## src/rtl/core/sqvs_pkg.sv

```systemverilog
// ----------------------------------------------------------------------------
// sqvs_pkg
// Types and constants shared by the sprite quad vertex setup block.
// ----------------------------------------------------------------------------
package sqvs_pkg;

  localparam int ATAN_ENTRIES = 20;

  localparam logic signed [19:0] PI_Q16      = 20'sd205887;
  localparam logic signed [19:0] HALF_PI_Q16 = 20'sd102944;
  localparam logic signed [31:0] CORDIC_K_Q30 = 32'sd652032875;
  localparam logic signed [15:0] ONE_Q14     = 16'sd16384;
  localparam logic signed [21:0] VERT_MAX    = 22'sd2097151;
  localparam logic signed [21:0] VERT_MIN    = -22'sd2097152;

  // arctan(2^-i) in Q.16 radians, rounded to nearest
  localparam logic signed [19:0] ATAN_Q16 [ATAN_ENTRIES] = '{
    20'sd51472, 20'sd30386, 20'sd16055, 20'sd8150, 20'sd4091,
    20'sd2047,  20'sd1024,  20'sd512,   20'sd256,  20'sd128,
    20'sd64,    20'sd32,    20'sd16,    20'sd8,    20'sd4,
    20'sd2,     20'sd1,     20'sd0,     20'sd0,    20'sd0
  };

  typedef struct packed {
    logic              zero;
    logic              neg;
    logic [23:0]       ox;
    logic [23:0]       oy;
    logic signed [19:0] pos_x;
    logic signed [19:0] pos_y;
    logic [15:0]       depth;
  } side_t;

  typedef struct packed {
    logic signed [31:0] x;
    logic signed [31:0] y;
    logic signed [19:0] z;
    side_t              side;
  } cdc_t;

endpackage

```

## src/rtl/core/sqvs_out_if.sv

```systemverilog
// ----------------------------------------------------------------------------
// sqvs_out_if
// Vertex output channel: valid/ready handshake with one quad corner.
// ----------------------------------------------------------------------------
interface sqvs_out_if;
  logic               valid;
  logic               ready;
  logic signed [21:0] vert_x;
  logic signed [21:0] vert_y;
  logic [15:0]        vert_z;
  logic               tex_u;
  logic               tex_v;
  logic [1:0]         corner;
  logic               last;

  modport source (output valid, vert_x, vert_y, vert_z, tex_u, tex_v, corner, last,
                  input ready);
  modport sink   (input valid, vert_x, vert_y, vert_z, tex_u, tex_v, corner, last,
                  output ready);
endinterface

```

## src/rtl/core/sqvs_corner_gen.sv

```systemverilog
// ----------------------------------------------------------------------------
// sqvs_corner_gen
// Rounds cos/sin, then expands one sprite into four rotated, saturated corners.
// ----------------------------------------------------------------------------
module sqvs_corner_gen (
  input  logic             clk,
  input  logic             rst_n,
  input  logic             tail_valid,
  input  sqvs_pkg::cdc_t   tail_data,
  output logic             take,
  sqvs_out_if.source       out_vert
);

  // sprite hold register
  logic               busy_r;
  logic [1:0]         k_r;
  logic signed [15:0] c_r;
  logic signed [15:0] s_r;
  logic [23:0]        ox_r;
  logic [23:0]        oy_r;
  logic signed [19:0] px_r;
  logic signed [19:0] py_r;
  logic [15:0]        dep_r;

  // product stage
  logic               a_valid_r;
  logic signed [40:0] a_xc_r, a_ys_r, a_xs_r, a_yc_r;
  logic signed [19:0] a_px_r, a_py_r;
  logic [15:0]        a_dep_r;
  logic [1:0]         a_k_r;

  // sum stage
  logic               b_valid_r;
  logic signed [41:0] b_rx_r, b_ry_r;
  logic signed [19:0] b_px_r, b_py_r;
  logic [15:0]        b_dep_r;
  logic [1:0]         b_k_r;

  // output register
  logic               o_valid_r;
  logic signed [21:0] o_vx_r, o_vy_r;
  logic [15:0]        o_dep_r;
  logic [1:0]         o_k_r;

  logic               post_adv;
  logic               emit;
  logic signed [31:0] tx;
  logic signed [31:0] ty;
  logic signed [32:0] xr;
  logic signed [32:0] yr;
  logic signed [16:0] xq;
  logic signed [16:0] yq;
  logic signed [15:0] c_nxt;
  logic signed [15:0] s_nxt;
  logic signed [24:0] oxe;
  logic signed [24:0] oye;
  logic signed [41:0] rnd;
  logic signed [24:0] vx_sum;
  logic signed [24:0] vy_sum;
  logic signed [21:0] vx_nxt;
  logic signed [21:0] vy_nxt;

  assign post_adv = !o_valid_r || out_vert.ready;
  assign emit     = busy_r && post_adv;
  assign take     = tail_valid && (!busy_r || (emit && (k_r == 2'd3)));

  function automatic logic signed [15:0] clamp_q14(input logic signed [16:0] v);
    if (v > 17'sd16384) begin
      return sqvs_pkg::ONE_Q14;
    end else if (v < -17'sd16384) begin
      return -sqvs_pkg::ONE_Q14;
    end else begin
      return v[15:0];
    end
  endfunction

  function automatic logic signed [21:0] sat22(input logic signed [24:0] v);
    if (v > 25'(sqvs_pkg::VERT_MAX)) begin
      return sqvs_pkg::VERT_MAX;
    end else if (v < 25'(sqvs_pkg::VERT_MIN)) begin
      return sqvs_pkg::VERT_MIN;
    end else begin
      return v[21:0];
    end
  endfunction

  assign tx = tail_data.x;
  assign ty = tail_data.y;
  assign xr = 33'(tx) + 33'sd32768;
  assign yr = 33'(ty) + 33'sd32768;
  assign xq = xr[32:16];
  assign yq = yr[32:16];

  always_comb begin
    if (tail_data.side.zero) begin
      c_nxt = sqvs_pkg::ONE_Q14;
      s_nxt = 16'sd0;
    end else if (tail_data.side.neg) begin
      c_nxt = -clamp_q14(xq);
      s_nxt = -clamp_q14(yq);
    end else begin
      c_nxt = clamp_q14(xq);
      s_nxt = clamp_q14(yq);
    end
  end

  always_ff @(posedge clk) begin
    if (!rst_n) begin
      busy_r <= 1'b0;
      k_r    <= 2'd0;
    end else if (take) begin
      busy_r <= 1'b1;
      k_r    <= 2'd0;
    end else if (emit) begin
      busy_r <= (k_r != 2'd3);
      k_r    <= k_r + 2'd1;
    end
  end

  always_ff @(posedge clk) begin
    if (take) begin
      c_r   <= c_nxt;
      s_r   <= s_nxt;
      ox_r  <= tail_data.side.ox;
      oy_r  <= tail_data.side.oy;
      px_r  <= tail_data.side.pos_x;
      py_r  <= tail_data.side.pos_y;
      dep_r <= tail_data.side.depth;
    end
  end

  assign oxe = k_r[0] ? $signed({1'b0, ox_r}) : 25'sd0;
  assign oye = k_r[1] ? $signed({1'b0, oy_r}) : 25'sd0;

  assign rnd    = 42'sd131072;
  assign vx_sum = 25'(b_px_r) + 25'($signed(b_rx_r[41:18]));
  assign vy_sum = 25'(b_py_r) + 25'($signed(b_ry_r[41:18]));
  assign vx_nxt = sat22(vx_sum);
  assign vy_nxt = sat22(vy_sum);

  always_ff @(posedge clk) begin
    if (!rst_n) begin
      a_valid_r <= 1'b0;
      b_valid_r <= 1'b0;
      o_valid_r <= 1'b0;
    end else if (post_adv) begin
      a_valid_r <= emit;
      b_valid_r <= a_valid_r;
      o_valid_r <= b_valid_r;
    end
  end

  always_ff @(posedge clk) begin
    if (post_adv) begin
      a_xc_r  <= 41'(oxe) * 41'(c_r);
      a_ys_r  <= 41'(oye) * 41'(s_r);
      a_xs_r  <= 41'(oxe) * 41'(s_r);
      a_yc_r  <= 41'(oye) * 41'(c_r);
      a_px_r  <= px_r;
      a_py_r  <= py_r;
      a_dep_r <= dep_r;
      a_k_r   <= k_r;

      b_rx_r  <= 42'(a_xc_r) - 42'(a_ys_r) + rnd;
      b_ry_r  <= 42'(a_xs_r) + 42'(a_yc_r) + rnd;
      b_px_r  <= a_px_r;
      b_py_r  <= a_py_r;
      b_dep_r <= a_dep_r;
      b_k_r   <= a_k_r;

      o_vx_r  <= vx_nxt;
      o_vy_r  <= vy_nxt;
      o_dep_r <= b_dep_r;
      o_k_r   <= b_k_r;
    end
  end

  assign out_vert.valid  = o_valid_r;
  assign out_vert.vert_x = o_vx_r;
  assign out_vert.vert_y = o_vy_r;
  assign out_vert.vert_z = o_dep_r;
  assign out_vert.tex_u  = o_k_r[0];
  assign out_vert.tex_v  = o_k_r[1];
  assign out_vert.corner = o_k_r;
  assign out_vert.last   = (o_k_r == 2'd3);

endmodule

```

## src/flat_wrapper.sv

```systemverilog
// flat-port wrapper written by rule: the top's interface ports become plain ports
module sqvs_corner_gen_flat 
  (clk, rst_n, tail_valid, tail_data, take, out_vert_valid, out_vert_vert_x, out_vert_vert_y, out_vert_vert_z, out_vert_tex_u, out_vert_tex_v, out_vert_corner, out_vert_last, out_vert_ready);
  sqvs_out_if out_vert_i ();
  input  logic clk;
  input  logic rst_n;
  input  logic tail_valid;
  input  sqvs_pkg::cdc_t tail_data;
  output logic take;
  output wire logic [$bits(out_vert_i.valid)-1:0] out_vert_valid;
  output wire logic [$bits(out_vert_i.vert_x)-1:0] out_vert_vert_x;
  output wire logic [$bits(out_vert_i.vert_y)-1:0] out_vert_vert_y;
  output wire logic [$bits(out_vert_i.vert_z)-1:0] out_vert_vert_z;
  output wire logic [$bits(out_vert_i.tex_u)-1:0] out_vert_tex_u;
  output wire logic [$bits(out_vert_i.tex_v)-1:0] out_vert_tex_v;
  output wire logic [$bits(out_vert_i.corner)-1:0] out_vert_corner;
  output wire logic [$bits(out_vert_i.last)-1:0] out_vert_last;
  input wire logic [$bits(out_vert_i.ready)-1:0] out_vert_ready;
  assign out_vert_valid = out_vert_i.valid;
  assign out_vert_vert_x = out_vert_i.vert_x;
  assign out_vert_vert_y = out_vert_i.vert_y;
  assign out_vert_vert_z = out_vert_i.vert_z;
  assign out_vert_tex_u = out_vert_i.tex_u;
  assign out_vert_tex_v = out_vert_i.tex_v;
  assign out_vert_corner = out_vert_i.corner;
  assign out_vert_last = out_vert_i.last;
  assign out_vert_i.ready = out_vert_ready;
  sqvs_corner_gen u_core (.clk(clk), .rst_n(rst_n), .tail_valid(tail_valid), .tail_data(tail_data), .take(take), .out_vert(out_vert_i));
endmodule
```

## config.mk

```make
export PLATFORM = sky130hd
export DESIGN_NAME = sqvs_corner_gen_flat
export DESIGN_NICKNAME = d
export VERILOG_FILES = /design/src/rtl/core/sqvs_pkg.sv /design/src/rtl/core/sqvs_out_if.sv /design/src/rtl/core/sqvs_corner_gen.sv /design/src/flat_wrapper.sv
export SDC_FILE = /design/constraint.sdc
export NUM_CORES = 2
export LEC_CHECK = 0
export ABC_AREA = 1
export BUFFER_PORTS_ARGS = -buffer_cell sky130_fd_sc_hd__buf_2
export CAP_MARGIN = 10
export CORE_MARGIN = 1.5
export CORE_UTILIZATION = 59
export DETAILED_ROUTE_END_ITERATION = 7
export PLACE_DENSITY_LB_ADDON = 0.1
export SYNTH_ARGS = -nofsm -noshare
export SYNTH_HDL_FRONTEND = slang
export SYNTH_SLANG_ARGS = --single-unit
export TNS_END_PERCENT = 30
```

## constraint.sdc

```tcl
create_clock -name clk -period 16.35 [get_ports clk]
set_input_delay 3.27 -clock clk [delete_from_list [all_inputs] [get_ports clk]]
set_output_delay 3.27 -clock clk [all_outputs]
set_load 0.005 [all_outputs]
```

==> impl_metrics.json <==
{
  "status": "finished, final reports clean",
  "clk_latency_ns": 0.69,
  "critPathLaunchType": "flop",
  "ys_types": 66,
  "async_flop_share": 0,
  "p_leak_nw": 40.8,
  "end_kind": "flop",
  "synthFlopType": "edfxtp_1",
  "htreeDepth": 3,
  "place_area_um2": 79800,
  "cp.required_ns": 16.74,
  "cts_buffer_depth": 3,
  "hold_viol": 0,
  "ir_drop_uv": 73.0,
  "drt_first_iter_violations": 5358,
  "ctsRootBufferMaster": "clkbuf_16",
  "max_freq_mhz": 114,
  "hold_end": "u_core.b_py_r[7]$_DFFE_PP_",
  "setup_violations": 0,
  "netlist_top_cells_area": "fa_1, edfxtp_1, ha_1",
  "drc": 0,
  "cts-resized-gates": 0,
  "ys_seq_area_frac": 0.207,
  "hpwl_mm": 182,
  "die_w_um": 364,
  "netlist_area_um2": 76900,
  "synth_edf_count": 526,
  "tightestPinTransition_ns": 1.20,
  "setup_ws_ns": 7.54,
  "grt_start_max_net_pins": 153,
  "final_antenna_net_count": 0,
  "postSynthAreaPerCell_um2": 8.81,
  "start_util": 0.594,
  "crit_path_frequent_cell": "inv_1",
  "antenna_found_initial": 6,
  "drv_slew": 0,
  "nets": 11000,
  "dpl_worst_slack_ns": 7.75,
  "die_h_um": 364,
  "sw_frac_of_total": 0.441,
  "rsz0062_at_grt": "no",
  "critPathArrivalTime_ns": 9.20,
  "reg2reg_from": "u_core.k_r[0]$_SDFFE_PP0P_",
  "r2r_end": "u_core.a_xc_r[36]$_DFFE_PP_",
  "crit_slowest_cell": "nand2_1",
  "clkSinkCount": 532,
  "numCtsBuffers": 66,
  "grt_pass1_vias": 61600,
  "synth_top_area_share": 0.319,
  "ys_ff_latch": 532,
  "p_clk_frac": 0.208,
  "fillers": 11300,
  "post_cts_buffers": 0,
  "wl_per_cell_um": 22.2,
  "r2r_slack_ns": 7.54,
  "reg2regPathDepth": 28,
  "synth_nets": 10900,
  "max_stage_delay_ns": 0.67,
  "totalWireLength_mm": 235,
  "via_per_inst": 5.64,
  "track_usage": 0.364,
  "hp-class": "reg -> reg",
  "max_cap_viol_count": 0,
  "ctsHoldBuffers": 0,
  "crit_type": "reg -> reg",
  "cp_max_fo": 24,
  "share_comb_of_total_power": 0.507,
  "synthToLayoutAreaGrowth_pct": 6.70,
  "io_buffers": 210,
  "dr_total_vias": 59900,
  "dr.pass1.iters": 6,
  "finalClockSkew_ns": 0.0457,
  "power.switching_mw": 3.21,
  "core_um2": 129000,
  "drive_above_1_share": 0.0581,
  "cts_tree": "yes",
  "tns_ns": 0,
  "min-delay-start": "u_core.a_py_r[7]$_DFFE_PP_",
  "fin_crit_ns": 8.81,
  "grt_pass1_wl_mm": 360,
  "row_count": 132,
  "fin_area_um2": 82100,
  "post-route-period-util": 0.539,
  "yosys.area.top_type": "fa_1",
  "ys_warn_count": 0,
  "internal_power_mw": 4.08,
  "p_seq_frac": 0.285,
  "path_clk_slew_ns": 0.06,
  "syn_inst": 8729,
  "powerDensity_nw_per_um2": 88.8,
  "worstHoldPathCells": 0,
  "gp_congestion": 1.03,
  "grt-ovfl-total": 0,
  "maxSlewHeadroom": 0.202,
  "io_pins": 261,
  "dieArea_um2": 133000
}
## cell families after synthesis
family | after synthesis | share of synthesized area
flip-flops | 532 | 0.207
XOR/XNOR | 262 | 0.0299
AND/OR/NAND/NOR | 2844 | 0.147
AO/OA/AOI/OAI | 793 | 0.0595
adder cells (fa/ha/maj) | 1989 | 0.443
buffers and inverters | 2309 | 0.113
## cell usage in the layout (no fill, tap or decap), types with 7 or more instances in the layout
master     synthesis  final
nand2_1         1453   1453
o21ai_2            8      8
inv_2             12     17
a21oi_1          341    341
nand3_1          123    123
o21bai_1          17     17
a31oi_1           88     88
o21ai_1           26     26
o211ai_1          15     15
inv_1           1990   1982
buf_4              2    107
o21a_1            27     27
o21ai_0          189    189
ha_1             763    763
o221ai_1          17     17
inv_6              0     11
nand4_1           40     40
xor2_1           156    156
nor2_2            10     10
clkinv_1          13     21
nor3_1            27     27
xnor2_1          105    105
buf_2              5    210
nor4_1            18     18
clkbuf_16          0     69
a21boi_0           7      7
nand2_2           15     15
fa_1            1226   1226
clkinv_2           0     10
nor2_4            11     11
nor2_1          1119   1119
a21o_1            19     19
edfxtp_1         526    526
clkbuf_1         265      7
## stage by stage
stage | std cells | utilization | hold slack, ns | total power [mW]
finish | 10600 | 0.634 | 0.403 | 7.29
global route | 10600 | 0.634 | 0.408 | 7.79
CTS | 10600 | 0.634 | 0.397 | 7.28
detailed placement | 10500 | 0.617 | 0.405 | 5.73
global placement | 10500 | 0.617 | 0.400 | 5.70
floorplan | 8729 | - | 0.400 | 4.52
## power groups by stage
stage / registers [mW] / logic, mW / clock network [mW]
after floorplan: 2.03 / 2.49 / 0
after global placement: 2.11 / 3.59 / 0
after detailed placement: 2.11 / 3.62 / 0
after CTS: 2.09 / 3.65 / 1.54
after global routing: 2.10 / 4.10 / 1.59
final: 2.08 / 3.70 / 1.51
## sequential cells by signal, indices dropped and copies added, names as in the netlist, 20 cells and up
signal                  count
u_core.oy_r                24
u_core.a_xs_r              41
u_core.out_vert.vert_x     22
u_core.a_yc_r              41
u_core.ox_r                24
u_core.a_xc_r              41
u_core.a_py_r              20
u_core.b_py_r              20
u_core.a_px_r              20
u_core.px_r                20
u_core.py_r                20
u_core.b_ry_r              24
u_core.a_ys_r              41
u_core.out_vert.vert_y     22
u_core.b_px_r              20
u_core.b_rx_r              24
## synthesized netlist by cell type (all sizes together), types with 2 or more instances
cell type / count
o31ai: 8
xor2: 157
nor2: 1140
nor3b: 2
fa: 1226
dfxtp: 6
a21oi: 343
a21boi: 8
nor4: 18
nand3b: 4
xnor2: 105
o221ai: 17
and3: 2
o221a: 2
a21o: 19
or2: 4
nand4: 40
buf: 29
a31o: 2
o22ai: 2
nand3: 128
clkbuf: 265
clkinv: 13
nor3: 31
o311a: 2
a31oi: 88
o21a: 27
o211ai: 15
a211oi: 6
o2111ai: 5
o21ai: 224
ha: 763
nand2: 1474
o21bai: 19
a2111oi: 2
a221oi: 3
edfxtp: 526
inv: 2002
## critical path: cells and delay by family, from the launching register on
family          cells  cell delay, ns
fa+ha+maj           7            3.34
buf+inv             9            1.54
compound gates      5            1.40
simple gates        6            1.26
xor+xnor            1            0.54
flops               1            0.40
## metal layers
| metal | vias up | global-route usage | wire length (µm) |
|---|---|---|---|
| met5 | - | 0 | 65 |
| met4 | 10 | 0.169 | 13700 |
| met3 | 596 | 0.0965 | 26800 |
| met2 | 3106 | 0.549 | 100000 |
| met1 | 29400 | 0.493 | 94500 |
| li1 | 26800 | - | - |
## worst max path at each step
| stage | startpoint | endpoint | slack (ns) | depth (start not counted) |
|---|---|---|---|---|
| detailed placement | u_core.k_r[0]$_SDFFE_PP0P_ | u_core.a_xc_r[36]$_DFFE_PP_ | 7.75 | 28 |
| global placement | u_core.k_r[0]$_SDFFE_PP0P_ | u_core.a_xc_r[36]$_DFFE_PP_ | 7.93 | 28 |
| CTS | u_core.k_r[0]$_SDFFE_PP0P_ | u_core.a_xc_r[36]$_DFFE_PP_ | 7.69 | 28 |
| finish | u_core.k_r[0]$_SDFFE_PP0P_ | u_core.a_xc_r[36]$_DFFE_PP_ | 7.54 | 28 |
| global route | u_core.k_r[0]$_SDFFE_PP0P_ | u_core.a_xc_r[36]$_DFFE_PP_ | 7.27 | 28 |
| floorplan | out_vert_ready | take | 2.64 | 6 |
## cell type report
| cell class | count | area [µm²] | area share |
|---|---|---|---|
| Inverter | 2015 | 7570 | 0.0923 |
| Clock buffer | 77 | 1770 | 0.0215 |
| Tap cell | 1742 | 2180 | 0.0266 |
| Multi-Input combinational cell | 5888 | 52300 | 0.637 |
| Timing Repair Buffer | 318 | 1870 | 0.0228 |
| Antenna cell | 4 | 10.0 | 0.000122 |
| Sequential cell | 532 | 15900 | 0.194 |
| Clock inverter | 41 | 467 | 0.00569 |
No activity file was read; power rests on OpenSTA's default activity.
