### config.mk
export PLATFORM = sky130hd
export DESIGN_NAME = sqvs_cordic_cell
export DESIGN_NICKNAME = d
export VERILOG_FILES = /design/src/rtl/core/sqvs_pkg.sv /design/src/rtl/core/sqvs_cordic_cell.sv
export SDC_FILE = /design/constraint.sdc
export NUM_CORES = 1
export LEC_CHECK = 0
export ABC_AREA = 1
export CAP_MARGIN = 25
export CORE_MARGIN = 4
export CORE_UTILIZATION = 40
export DETAILED_ROUTE_END_ITERATION = 8
export DONT_BUFFER_PORTS = 1
export SLEW_MARGIN = 25
export SYNTH_ARGS = -nofsm -noshare
export SYNTH_HDL_FRONTEND = slang
export SYNTH_SLANG_ARGS = --single-unit
### constraint.sdc
create_clock -name clk -period 2.67 [get_ports clk]
set_input_delay 0 -clock clk [delete_from_list [all_inputs] [get_ports clk]]
set_output_delay 0 -clock clk [all_outputs]
set_load 0.05 [all_outputs]
### src/rtl/core/sqvs_pkg.sv
// ----------------------------------------------------------------------------
// sqvs_pkg
// Types and constants shared by the sprite quad vertex setup block.
// ----------------------------------------------------------------------------
package sqvs_pkg;

  localparam int ATAN_ENTRIES = 20;

  localparam logic signed [19:0] PI_Q16      = 20'sd205887;
  localparam logic signed [19:0] HALF_PI_Q16 = 20'sd102944;
  localparam logic signed [31:0] CORDIC_K_Q30 = 32'sd652032875;
  localparam logic signed [15:0] ONE_Q14     = 16'sd16384;
  localparam logic signed [21:0] VERT_MAX    = 22'sd2097151;
  localparam logic signed [21:0] VERT_MIN    = -22'sd2097152;

  // arctan(2^-i) in Q.16 radians, rounded to nearest
  localparam logic signed [19:0] ATAN_Q16 [ATAN_ENTRIES] = '{
    20'sd51472, 20'sd30386, 20'sd16055, 20'sd8150, 20'sd4091,
    20'sd2047,  20'sd1024,  20'sd512,   20'sd256,  20'sd128,
    20'sd64,    20'sd32,    20'sd16,    20'sd8,    20'sd4,
    20'sd2,     20'sd1,     20'sd0,     20'sd0,    20'sd0
  };

  typedef struct packed {
    logic              zero;
    logic              neg;
    logic [23:0]       ox;
    logic [23:0]       oy;
    logic signed [19:0] pos_x;
    logic signed [19:0] pos_y;
    logic [15:0]       depth;
  } side_t;

  typedef struct packed {
    logic signed [31:0] x;
    logic signed [31:0] y;
    logic signed [19:0] z;
    side_t              side;
  } cdc_t;

endpackage

### src/rtl/core/sqvs_cordic_cell.sv
// ----------------------------------------------------------------------------
// sqvs_cordic_cell
// One rotation-mode CORDIC micro-rotation; passes the sprite data along.
// ----------------------------------------------------------------------------
module sqvs_cordic_cell #(
  parameter int STEP = 0
) (
  input  logic          clk,
  input  logic          rst_n,
  input  logic          en,
  input  logic          in_valid,
  input  sqvs_pkg::cdc_t in_data,
  output logic          out_valid,
  output sqvs_pkg::cdc_t out_data
);

  logic               valid_r;
  sqvs_pkg::cdc_t     data_r;
  sqvs_pkg::cdc_t     data_nxt;
  logic signed [31:0] x_in;
  logic signed [31:0] y_in;
  logic signed [19:0] z_in;
  logic signed [31:0] x_sh;
  logic signed [31:0] y_sh;

  assign x_in = in_data.x;
  assign y_in = in_data.y;
  assign z_in = in_data.z;
  assign x_sh = x_in >>> STEP;
  assign y_sh = y_in >>> STEP;

  always_comb begin
    data_nxt      = in_data;
    if (!z_in[19]) begin
      data_nxt.x = x_in - y_sh;
      data_nxt.y = y_in + x_sh;
      data_nxt.z = z_in - sqvs_pkg::ATAN_Q16[STEP];
    end else begin
      data_nxt.x = x_in + y_sh;
      data_nxt.y = y_in - x_sh;
      data_nxt.z = z_in + sqvs_pkg::ATAN_Q16[STEP];
    end
  end

  always_ff @(posedge clk) begin
    if (!rst_n) begin
      valid_r <= 1'b0;
    end else if (en) begin
      valid_r <= in_valid;
    end
  end

  always_ff @(posedge clk) begin
    if (en) begin
      data_r <= data_nxt;
    end
  end

  assign out_valid = valid_r;
  assign out_data  = data_r;

endmodule

==> metrics.txt, run 1 <==
status finished with violations; failing checks hold timing; Worst-Margin Slew 0.892 ns; Area Growth Syn to Fin 16.5%; Starting Density 40.9%; CTS tree built; IO buf count 0; Max Fclk between 400 and 500 MHz; Rel. slew slack 40.6%; WP data arrival 2.38 ns; Final ANT Viol Nets 0; Pleak slightly below 8 nW; Worst Path Required 2.88 ns; first-pass GRT wire length roughly 70,000 µm; CP Max Fanout 3; total chip power about 0.0097 W; most frequent cell after synthesis nand2_1; FFs w/ async S/R, synth 0%; Post-Syn Instances between 1,500 and 2,000; synthesized area per cell 7.50 µm²; Clock Pin Slew Worst Setup and Hold Paths 0.09 ns; clock sinks 190; GRT Overall Usage between 20% and 30%; TNS Setup 0 ns; initial antenna violation count 1; Final Net Count 2,262; #FFs+latches synth 190; Ys Warns 0; Bufs on Longest Clock Path 2; via count 12,232; Final Slew Violations 0; synth top area cells edfxtp_1 (41%), nand2_1 (17%), ha_1 (9.8%), inv_1 (9.2%), nand3_1 (5.6%); Critical Path Start in_data[127]; Critical Path Sink Type register; die height 194 µm; Worst Setup EP out_data[189]; synth unique cells 38; Hold WC Path Type in2reg; Main synth FF type edfxtp_1; synth cell count leaders nand2_1 (643), inv_1 (339), edfxtp_1 (189), nand3_1 (155), nor2_1 (109); DRC violations left 0; RSZ-0062 raised after global routing no; Total Die Area 37,600 µm²; area share of the largest cell type after synthesis 41.1%; Post-Route WL 48,100 µm; final hold vios 189; vias in the first global route around 12,000; CTS buffer count 17; worst skew pair latency about 0.45 ns; minimum clock period roughly 2.2 ns; peak supply drop 429 µV; worst reg-to-reg setup slack 1.13 ns; Die Span X 194 µm; clock root cell clkbuf_16; CTS H-tree lvls 4; postcts setup bufs 0; Yosys top cell by area edfxtp_1; Reg-to-Reg End out_valid; largest net degree at the start of global routing around 190; I/O pins 385; startpoint type of the worst setup path primary input; final design utilization between 40% and 50%; row cnt 67; RD Place Congestion 0.934; Placeable Area 33,800 µm²; 1st-pass router iterations 7; skew final 0 ns; sequential fraction of the synthesis area 41.2%; share of cells above drive strength 1 about 2.7%; total power per unit cell area 603 nW/µm²; Fillers 3,315; Post-DP HPWL 37,800 µm; # hold bufs at CTS 134; Crit Path Category in2reg; worst reg2reg path startpoint out_valid; Via density 5.06; DRT iter0 DRCs between 700 and 800; final hold slack -0.346 ns; final worst-path cycle share approximately 80%; # setup viols final 0; remaining global-route overflow 0; Max Cap Viol 0; WL/cell 19.9 µm; Worst R2R Path Depth 3; syn_nets 2,149; number of flops mapped to enable cells by yosys 189; synthesized area 13,800 µm²
[state kept, by name, summed over array words and instances, names as in the netlist]
name and cells:
out_valid 1, out_data 189
[stage by stage]
step,hold slack [ns],instance area (µm²),worst slack (ns),cells
floorplan,0.0935,13800,0.516,1843
global placement,0.0989,14100,0.570,2251
detailed placement,0.0989,14100,0.581,2251
CTS,-0.368,16100,0.101,2417
global route,-0.369,16100,0.283,2418
finish,-0.346,16100,0.502,2419
[worst min path at each step]
| stage | from | to | slack, ns | depth (start not counted) |
|---|---|---|---|---|
| after floorplan | en | out_valid | 0.09 | 1 |
| after global placement | in_data[44] | out_data[44] | 0.1 | 0 |
| after detailed placement | in_data[71] | out_data[71] | 0.1 | 0 |
| after CTS | en | out_data[134] | -0.37 | 0 |
| after global routing | en | out_data[134] | -0.37 | 0 |
| final | en | out_data[134] | -0.35 | 0 |
[power breakdown]
part / internal [W] / leakage [nW] / switching, W / total (W)
combinational: 0.000713 / 5.81 / 0.00133 / 0.00204
sequential: 0.00370 / 1.86 / 0.00131 / 0.00501
clock: 0.00134 / 0.292 / 0.00132 / 0.00266
[cell type report]
| cell class | instances | area (µm²) | area share [%] |
|---|---|---|---|
| multi-input combinational | 1270 | 6590 | 40.9 |
| sequential | 190 | 5700 | 35.4 |
| timing repair buffer | 136 | 1380 | 8.55 |
| inverter | 341 | 1280 | 7.95 |
| tap | 448 | 561 | 3.48 |
| clock buffer | 17 | 425 | 2.64 |
| clock inverter | 15 | 171 | 1.06 |
| antenna | 2 | 5.00 | 0.0311 |
[worst max-delay path: stages]
cell,delay (ns)
dlymetal6s4s_1,0.27
inv_1,0.11
ha_1,0.30
nand2_1,0.07
inv_1,0.08
nand2_1,0.07
nand2_1,0.12
nand2_1,0.08
nand2_1,0.12
nand2_1,0.08
nand2_1,0.18
nand2_1,0.10
nand2_1,0.07
nand2_1,0.05
nand3_1,0.07
nand2_1,0.06
dlygate4sd3_1,0.54
[logic make-up after synthesis]
| group | Yosys count | share of synthesized area (%) |
|---|---|---|
| simple gates | 957 | 28.4 |
| flops | 190 | 41.2 |
| fa+ha+maj | 112 | 10.4 |
| xor+xnor | 38 | 2.41 |
| buf+inv | 383 | 11.1 |
| compound gates | 163 | 6.45 |
[metal layers]
layer  GRT usage (%)  routed length, µm  vias to the layer above
met3            5.82               3090                       56
li1                -                  -                     6059
met1            30.3              20100                     5663
met5               0                  0                        -
met2            43.5              23600                      454
met4            7.99               1260                        0
[timing repair]
item                                    4_1_cts  5_1_grt
hold endpoints to repair                    361      189
endpoints found under the setup margin        0        1
gates resized for setup                       0        2
[cell usage in the layout, fill, tap and decap left out, drive strengths merged, types with 2 or more instances in the layout]
cell	n
a21o	5
a21oi	84
a31oi	5
and2	2
buf	3
clkbuf	17
clkinv	6
diode	2
dlygate4sd3	132
edfxtp	189
fa	4
ha	108
inv	348
nand2	646
nand3	155
nand3b	7
nand4	21
nor2	116
nor3	8
o21a	6
o21ai	45
o21bai	10
o22ai	4
o31ai	2
xor2	37
(Power assumes the default switching activity.)
==> run 2, diff against run 1 <==
==> constraint.sdc (replaced) <==
create_clock -name clk -period 2.1 [get_ports clk]
set_input_delay 0 -clock clk [delete_from_list [all_inputs] [get_ports clk]]
set_output_delay 0 -clock clk [all_outputs]
set_load 0.05 [all_outputs]
==> run 2 against run 1 <==
The run still ends with hold timing left. Via count is 1.2% higher. Sequential share of layout area is 0.64 points lower. Total power is 29% higher. Final cell count is 1.4% higher. Critical path type unchanged.
==> metrics.txt, run 2 (synthesized netlist as in run 1, its figures left out) <==
Placeable Area 33,800 µm² (unchanged); clock root cell clkbuf_16; placed cell area 14,400 µm² (+1.9%); Max Cap Viol 0 (unchanged); initial antenna violation count 1 (unchanged); first-pass GRT wire length 72,900 µm (+1.6%); startpoint type of the worst setup path primary input; post-route cell area 16,400 µm² (+1.8%); minimum clock period slightly below 2 ns; vias in the first global route 12,214 (+2.8%); Psw 0.00505 W (+28%); commonest non-fill, non-tap cells in the layout nand2_1 (643), inv_1 (337), edfxtp_1 (189); Post-Route WL 48,100 µm (about the same); largest net degree at the start of global routing 192 (unchanged); TNS Setup 0 ns (unchanged); via count 12,375 (+1.2%); Via density 5.04 (-0.23%); Combinational Power Share 21.3% (+0.3 points); Final Slew Violations 0 (unchanged); Rel. slew slack 41.1% (+0.43 points); final hold slack -0.335 ns (+0.0110 ns); WL/cell 19.6 µm (-1.3%); Pleak 8.14 nW (+2.3%); IO buf count 0 (unchanged); CTS tree built; Critical Path Sink Type register; clock sinks 190 (unchanged); Clock Pin Slew Worst Setup and Hold Paths 0.09 ns (about the same); share of cells above drive strength 1 4.54% (+1.8 points); Fillers 3,292 (-0.69%); postcts setup bufs 0 (unchanged); cell-internal power 0.00751 W (+31%); DRT iter0 DRCs 1,104 (+48%); CTS H-tree lvls 4 (unchanged); Final ANT Viol Nets 0 (unchanged); Sequential Power Share 50.7% (-0.9 points); WP data arrival 2.15 ns (-0.23 ns); Worst-Margin Slew 0.886 ns (-0.00650 ns); Final Net Count 2,297 (+1.5%); 1st-pass router iterations 5 (-2); max reg flops 189 (unchanged); Area Growth Syn to Fin 18.7%; Max Fclk 517 MHz; Switching Fraction 40.2% (-0.55 points); peak supply drop 543 µV (+27%); failing checks hold timing; # hold bufs at CTS 133 (-0.75%); GRT Overall Usage 25.1% (+0.30 points); DRC violations left 0 (unchanged); fin cells 2,453 (+1.4%); final hold vios 189 (unchanged); row cnt 67 (unchanged); Worst Path Required 2.32 ns (-0.56 ns); die height 194 µm (unchanged); final worst-path cycle share 92.0%; Placed Cells 2,287 (+1.6%); Clock power frac 28.0% (+0.6 points); Bufs on Longest Clock Path 2 (unchanged); commonest non-fill, non-tap cell in the layout nand2_1; RSZ-0062 raised after global routing no; Starting Density 40.9% (unchanged); total chip power 0.0126 W (+29%); status finished with violations; Total Die Area 37,600 µm² (unchanged); # setup viols final 0 (unchanged); I/O pins 385 (unchanged); Crit Path Category in2reg; Die Span X 194 µm (unchanged); worst skew pair latency 0.45 ns (about the same); total power per unit cell area 766 nW/µm² (+27%); Hold WC Path Type in2reg; skew final 0 ns (unchanged); CTS buffer count 17 (unchanged); CP Max Fanout 4 (+1); RD Place Congestion 0.945 (+1.1%); remaining global-route overflow 0 (unchanged); Post-DP HPWL 37,900 µm (+0.26%)
==> run 2: cell count changes in the layout (fill, tap and decap cells not counted), sizes merged <==
cell and change:
clkinvlp -1, clkinv +3, diode -1, dlymetal6s4s -1, bufinv +1, inv -3, buf +36
==> run 2: through the flow <==
step                util (%)  setup WS, ns
floorplan                  -        0.0316
global placement        42.6       -0.0236
detailed placement      42.6       -0.0244
CTS                     48.5        0.0981
global route            48.5      0.000357
finish                  48.5         0.168
==> run 2: worst paths after layout <==
path | to | from | cells past startpoint | slack (ns)
setup reg to reg | out_valid | out_valid | 3 | 0.52
setup / recovery | out_data[148] | in_data[158] | 13 | 0.17
hold reg to reg | out_valid | out_valid | 3 | 1.37
hold / removal | out_data[164] | en | 0 | -0.33
==> run 2: area by class of cell <==
type | instances | area (µm²) | area share, %
multi-input combinational | 1270 | 6590 | 40.2
clock buffer | 17 | 425 | 2.59
tap | 448 | 561 | 3.42
inverter | 341 | 1280 | 7.81
clock inverter | 15 | 208 | 1.27
timing repair buffer | 171 | 1630 | 9.97
sequential | 190 | 5700 | 34.7
antenna | 1 | 2.50 | 0.0153
==> run 2: power by group through the flow <==
stage	clock [W]	combinational, W	sequential, W
3_3_place_gp	0	0.00238	0.00646
6_report	0.00351	0.00268	0.00637
2_1_floorplan	0	0.00174	0.00628
5_1_grt	0.00375	0.00302	0.00639
3_5_place_dp	0	0.00239	0.00646
4_1_cts	0.00359	0.00266	0.00638
==> run 2: worst max-delay path, cell delays in order <==
cell	delay, ns
dlygate4sd3_1	0.54
ha_1	0.22
fa_1	0.42
inv_2	0.12
nand2_1	0.08
nand3_1	0.11
nand2_1	0.07
nand2_1	0.21
nand2_1	0.12
nand2_1	0.09
nand2_1	0.06
nand3_1	0.06
nand2_1	0.06
==> run 2: repair_timing <==
action	4_1_cts	5_1_grt
resized for setup	0	3
setup endpoints to repair	0	7
endpoints found under the hold margin	361	189
==> run 2: layer usage <==
layer  track usage (%)  wire, µm  up-vias
li1                  -         -     6132
met1              30.9     20100     5700
met2              43.4     23200      478
met3              5.66      3110       65
met4              9.11      1730        0
met5                 0         0        -
==> run 3, diff against run 2 <==
--- a/config.mk
+++ b/config.mk
@@ -11,6 +11,7 @@
 export CORE_UTILIZATION = 40
 export DETAILED_ROUTE_END_ITERATION = 8
 export DONT_BUFFER_PORTS = 1
+export PLACE_DENSITY = 0.58
 export SLEW_MARGIN = 25
 export SYNTH_ARGS = -nofsm -noshare
 export SYNTH_HDL_FRONTEND = slang
==> run 3 against run 2 <==
Non-clock buffer count fell by 10. Critical endpoint unchanged. Worst hold slack better by 0.0014 ns. Utilization is 0.28 points lower. Critical path depth shrank 1. Wire length decreased by 0.21%. Highest routed layer unchanged. The run still ends with hold timing left. Maximum frequency is 1.5% lower. Global-route usage shrank 0.32 points. Worst setup slack got worse by 0.029 ns.
==> metrics.txt, run 3 (synthesized netlist as in run 1, its figures left out) <==
status finished with violations; failing checks hold timing; first-pass GRT wire length 72,300 µm (-0.87%); Post-Route WL 48,000 µm (-0.21%); Sequential Power Share 51.2% (+0.5 points); Max Cap Viol 0 (unchanged); Final Slew Violations 0 (unchanged); max reg flops 189 (unchanged); RD Place Congestion 0.953 (+0.90%); Final Net Count 2,287 (-0.44%); GRT Overall Usage 24.8% (-0.32 points); vias in the first global route 11,948 (-2.2%); DRC violations left 0 (unchanged); Area Growth Syn to Fin 18.0%; Total Die Area 37,600 µm² (unchanged); final hold slack -0.333 ns (+0.00139 ns); cell-internal power 0.00731 W (-2.6%); I/O pins 385 (unchanged); minimum clock period 1.96 ns (+0.0289 ns); CP Max Fanout 4 (unchanged); Placed Cells 2,281 (-0.26%); DRT iter0 DRCs 866 (-22%); via count 12,356 (-0.15%); TNS Setup 0 ns (unchanged); Pleak 8.08 nW (-0.75%); 1st-pass router iterations 5 (unchanged); Clock Pin Slew Worst Setup and Hold Paths 0.09 ns (about the same); Register Area 5700 µm² (unchanged); final worst-path cycle share 93.4% (+1.4 points); die height 194 µm (unchanged); initial antenna violation count 1 (unchanged); Die Span X 194 µm (unchanged); share of cells above drive strength 1 4.26% (-0.28 points); clock root cell clkbuf_16; area of the multi-input gates 6590 µm² (about the same); Rel. slew slack 41.0% (-0.058 points); Via density 5.06 (+0.26%); remaining global-route overflow 0 (unchanged); Switching Fraction 41.2% (+1.0 points); Worst-Margin Slew 0.887 ns (+0.000872 ns); # hold bufs at CTS 129 (-3.0%); startpoint type of the worst setup path primary input; CTS buffer count 17 (unchanged); Combinational Power Share 21.5% (+0.2 points); peak supply drop 547 µV (+0.83%); worst skew pair latency 0.45 ns (about the same); IO buf count 0 (unchanged); CTS tree built; clock sinks 190 (unchanged); Max Fclk 510 MHz (-1.5%); Post-DP HPWL 37,900 µm (about the same); Psw 0.00513 W (+1.7%); largest net degree at the start of global routing 192 (unchanged); Fillers 3,296 (+0.12%); WP data arrival 2.18 ns (+0.03 ns); CTS H-tree lvls 4 (unchanged); skew final 0 ns (unchanged); WL/cell 19.6 µm (+0.20%); Critical Path Sink Type register; postcts setup bufs 0 (unchanged); final hold vios 151 (-20%); Placeable Area 33,800 µm² (unchanged); Starting Density 40.9% (unchanged); total power per unit cell area 763 nW/µm² (-0.33%); Worst Path Required 2.32 ns (about the same); Final ANT Viol Nets 0 (unchanged); fin cells 2,443 (-0.41%); Hold WC Path Type in2reg; commonest non-fill, non-tap cells in the layout nand2_1 (642), inv_1 (337), edfxtp_1 (189); RSZ-0062 raised after global routing no; commonest non-fill, non-tap cell in the layout nand2_1; # setup viols final 0 (unchanged); Clock power frac 27.3% (-0.7 points); row cnt 67 (unchanged); Crit Path Category in2reg; Bufs on Longest Clock Path 2 (unchanged)
## run 3: changes by cell type in the layout (fill, tap and decap cells not counted), moves of 2 or more
cell           previous run  this run
bufinv_16                 2         0
inv_12                    0         2
buf_4                    38        31
dlygate4sd3_1           132       128
## run 3: what timing repair did
| item | CTS | global route |
|---|---|---|
| endpoints found under the hold margin | 358 | 189 |
| setup endpoints to repair | 0 | 5 |
| gates resized for setup | 0 | 2 |
## run 3: worst max-delay path, cell delays in order
cell and delay (ns):
dlygate4sd3_1 0.60, fa_1 0.46, nand2_1 0.10, nand2_1 0.08, nand3_1 0.07, nand2_1 0.11
nand2_1 0.10, nand3_1 0.20, nand2_1 0.17, nand3_1 0.11, nand3_1 0.10, nand2_1 0.07
## run 3: cell type report
| cell class | count | share of cell area (%) |
|---|---|---|
| Antenna cell | 1 | 0.0154 |
| Clock buffer | 17 | 2.61 |
| Clock inverter | 15 | 1.17 |
| Inverter | 341 | 7.85 |
| Multi-Input combinational cell | 1270 | 40.4 |
| Sequential cell | 190 | 34.9 |
| Tap cell | 448 | 3.44 |
| Timing Repair Buffer | 161 | 9.58 |
## run 3: per-layer routing
layer	up-vias	GRT usage, %	wire (µm)
li1	6096	-	-
met1	5740	31.6	20400
met2	467	43.2	23400
met3	53	4.99	3090
met4	0	6.61	1110
met5	-	0	0
## run 3: worst paths after layout
kind                    to  slack [ns]         start  cells after the start
max reg2reg      out_valid        0.52     out_valid                      3
min          out_data[134]       -0.33            en                      0
min reg2reg      out_valid        1.38     out_valid                      3
max          out_data[148]        0.14  in_data[159]                     12
## run 3: power by group through the flow
stage / logic (W) / clock network [W] / registers, W
after floorplan: 0.00174 / 0 / 0.00628
after global placement: 0.00238 / 0 / 0.00647
after detailed placement: 0.00239 / 0 / 0.00646
after CTS: 0.00265 / 0.00348 / 0.00639
after global routing: 0.00300 / 0.00362 / 0.00639
final: 0.00268 / 0.00339 / 0.00637
## run 3: per-stage QoR
step	worst slack (ns)	util [%]	power, W	hold slack (ns)	instance area [µm²]
2_1_floorplan	0.0316	-	0.00802	0.0935	13800
3_3_place_gp	0.0444	42.5	0.00885	0.0989	14400
3_5_place_dp	-0.00515	42.5	0.00886	0.0989	14400
4_1_cts	0.157	48.2	0.0125	-0.362	16300
5_1_grt	0.0167	48.3	0.0130	-0.356	16300
6_report	0.139	48.3	0.0124	-0.333	16300
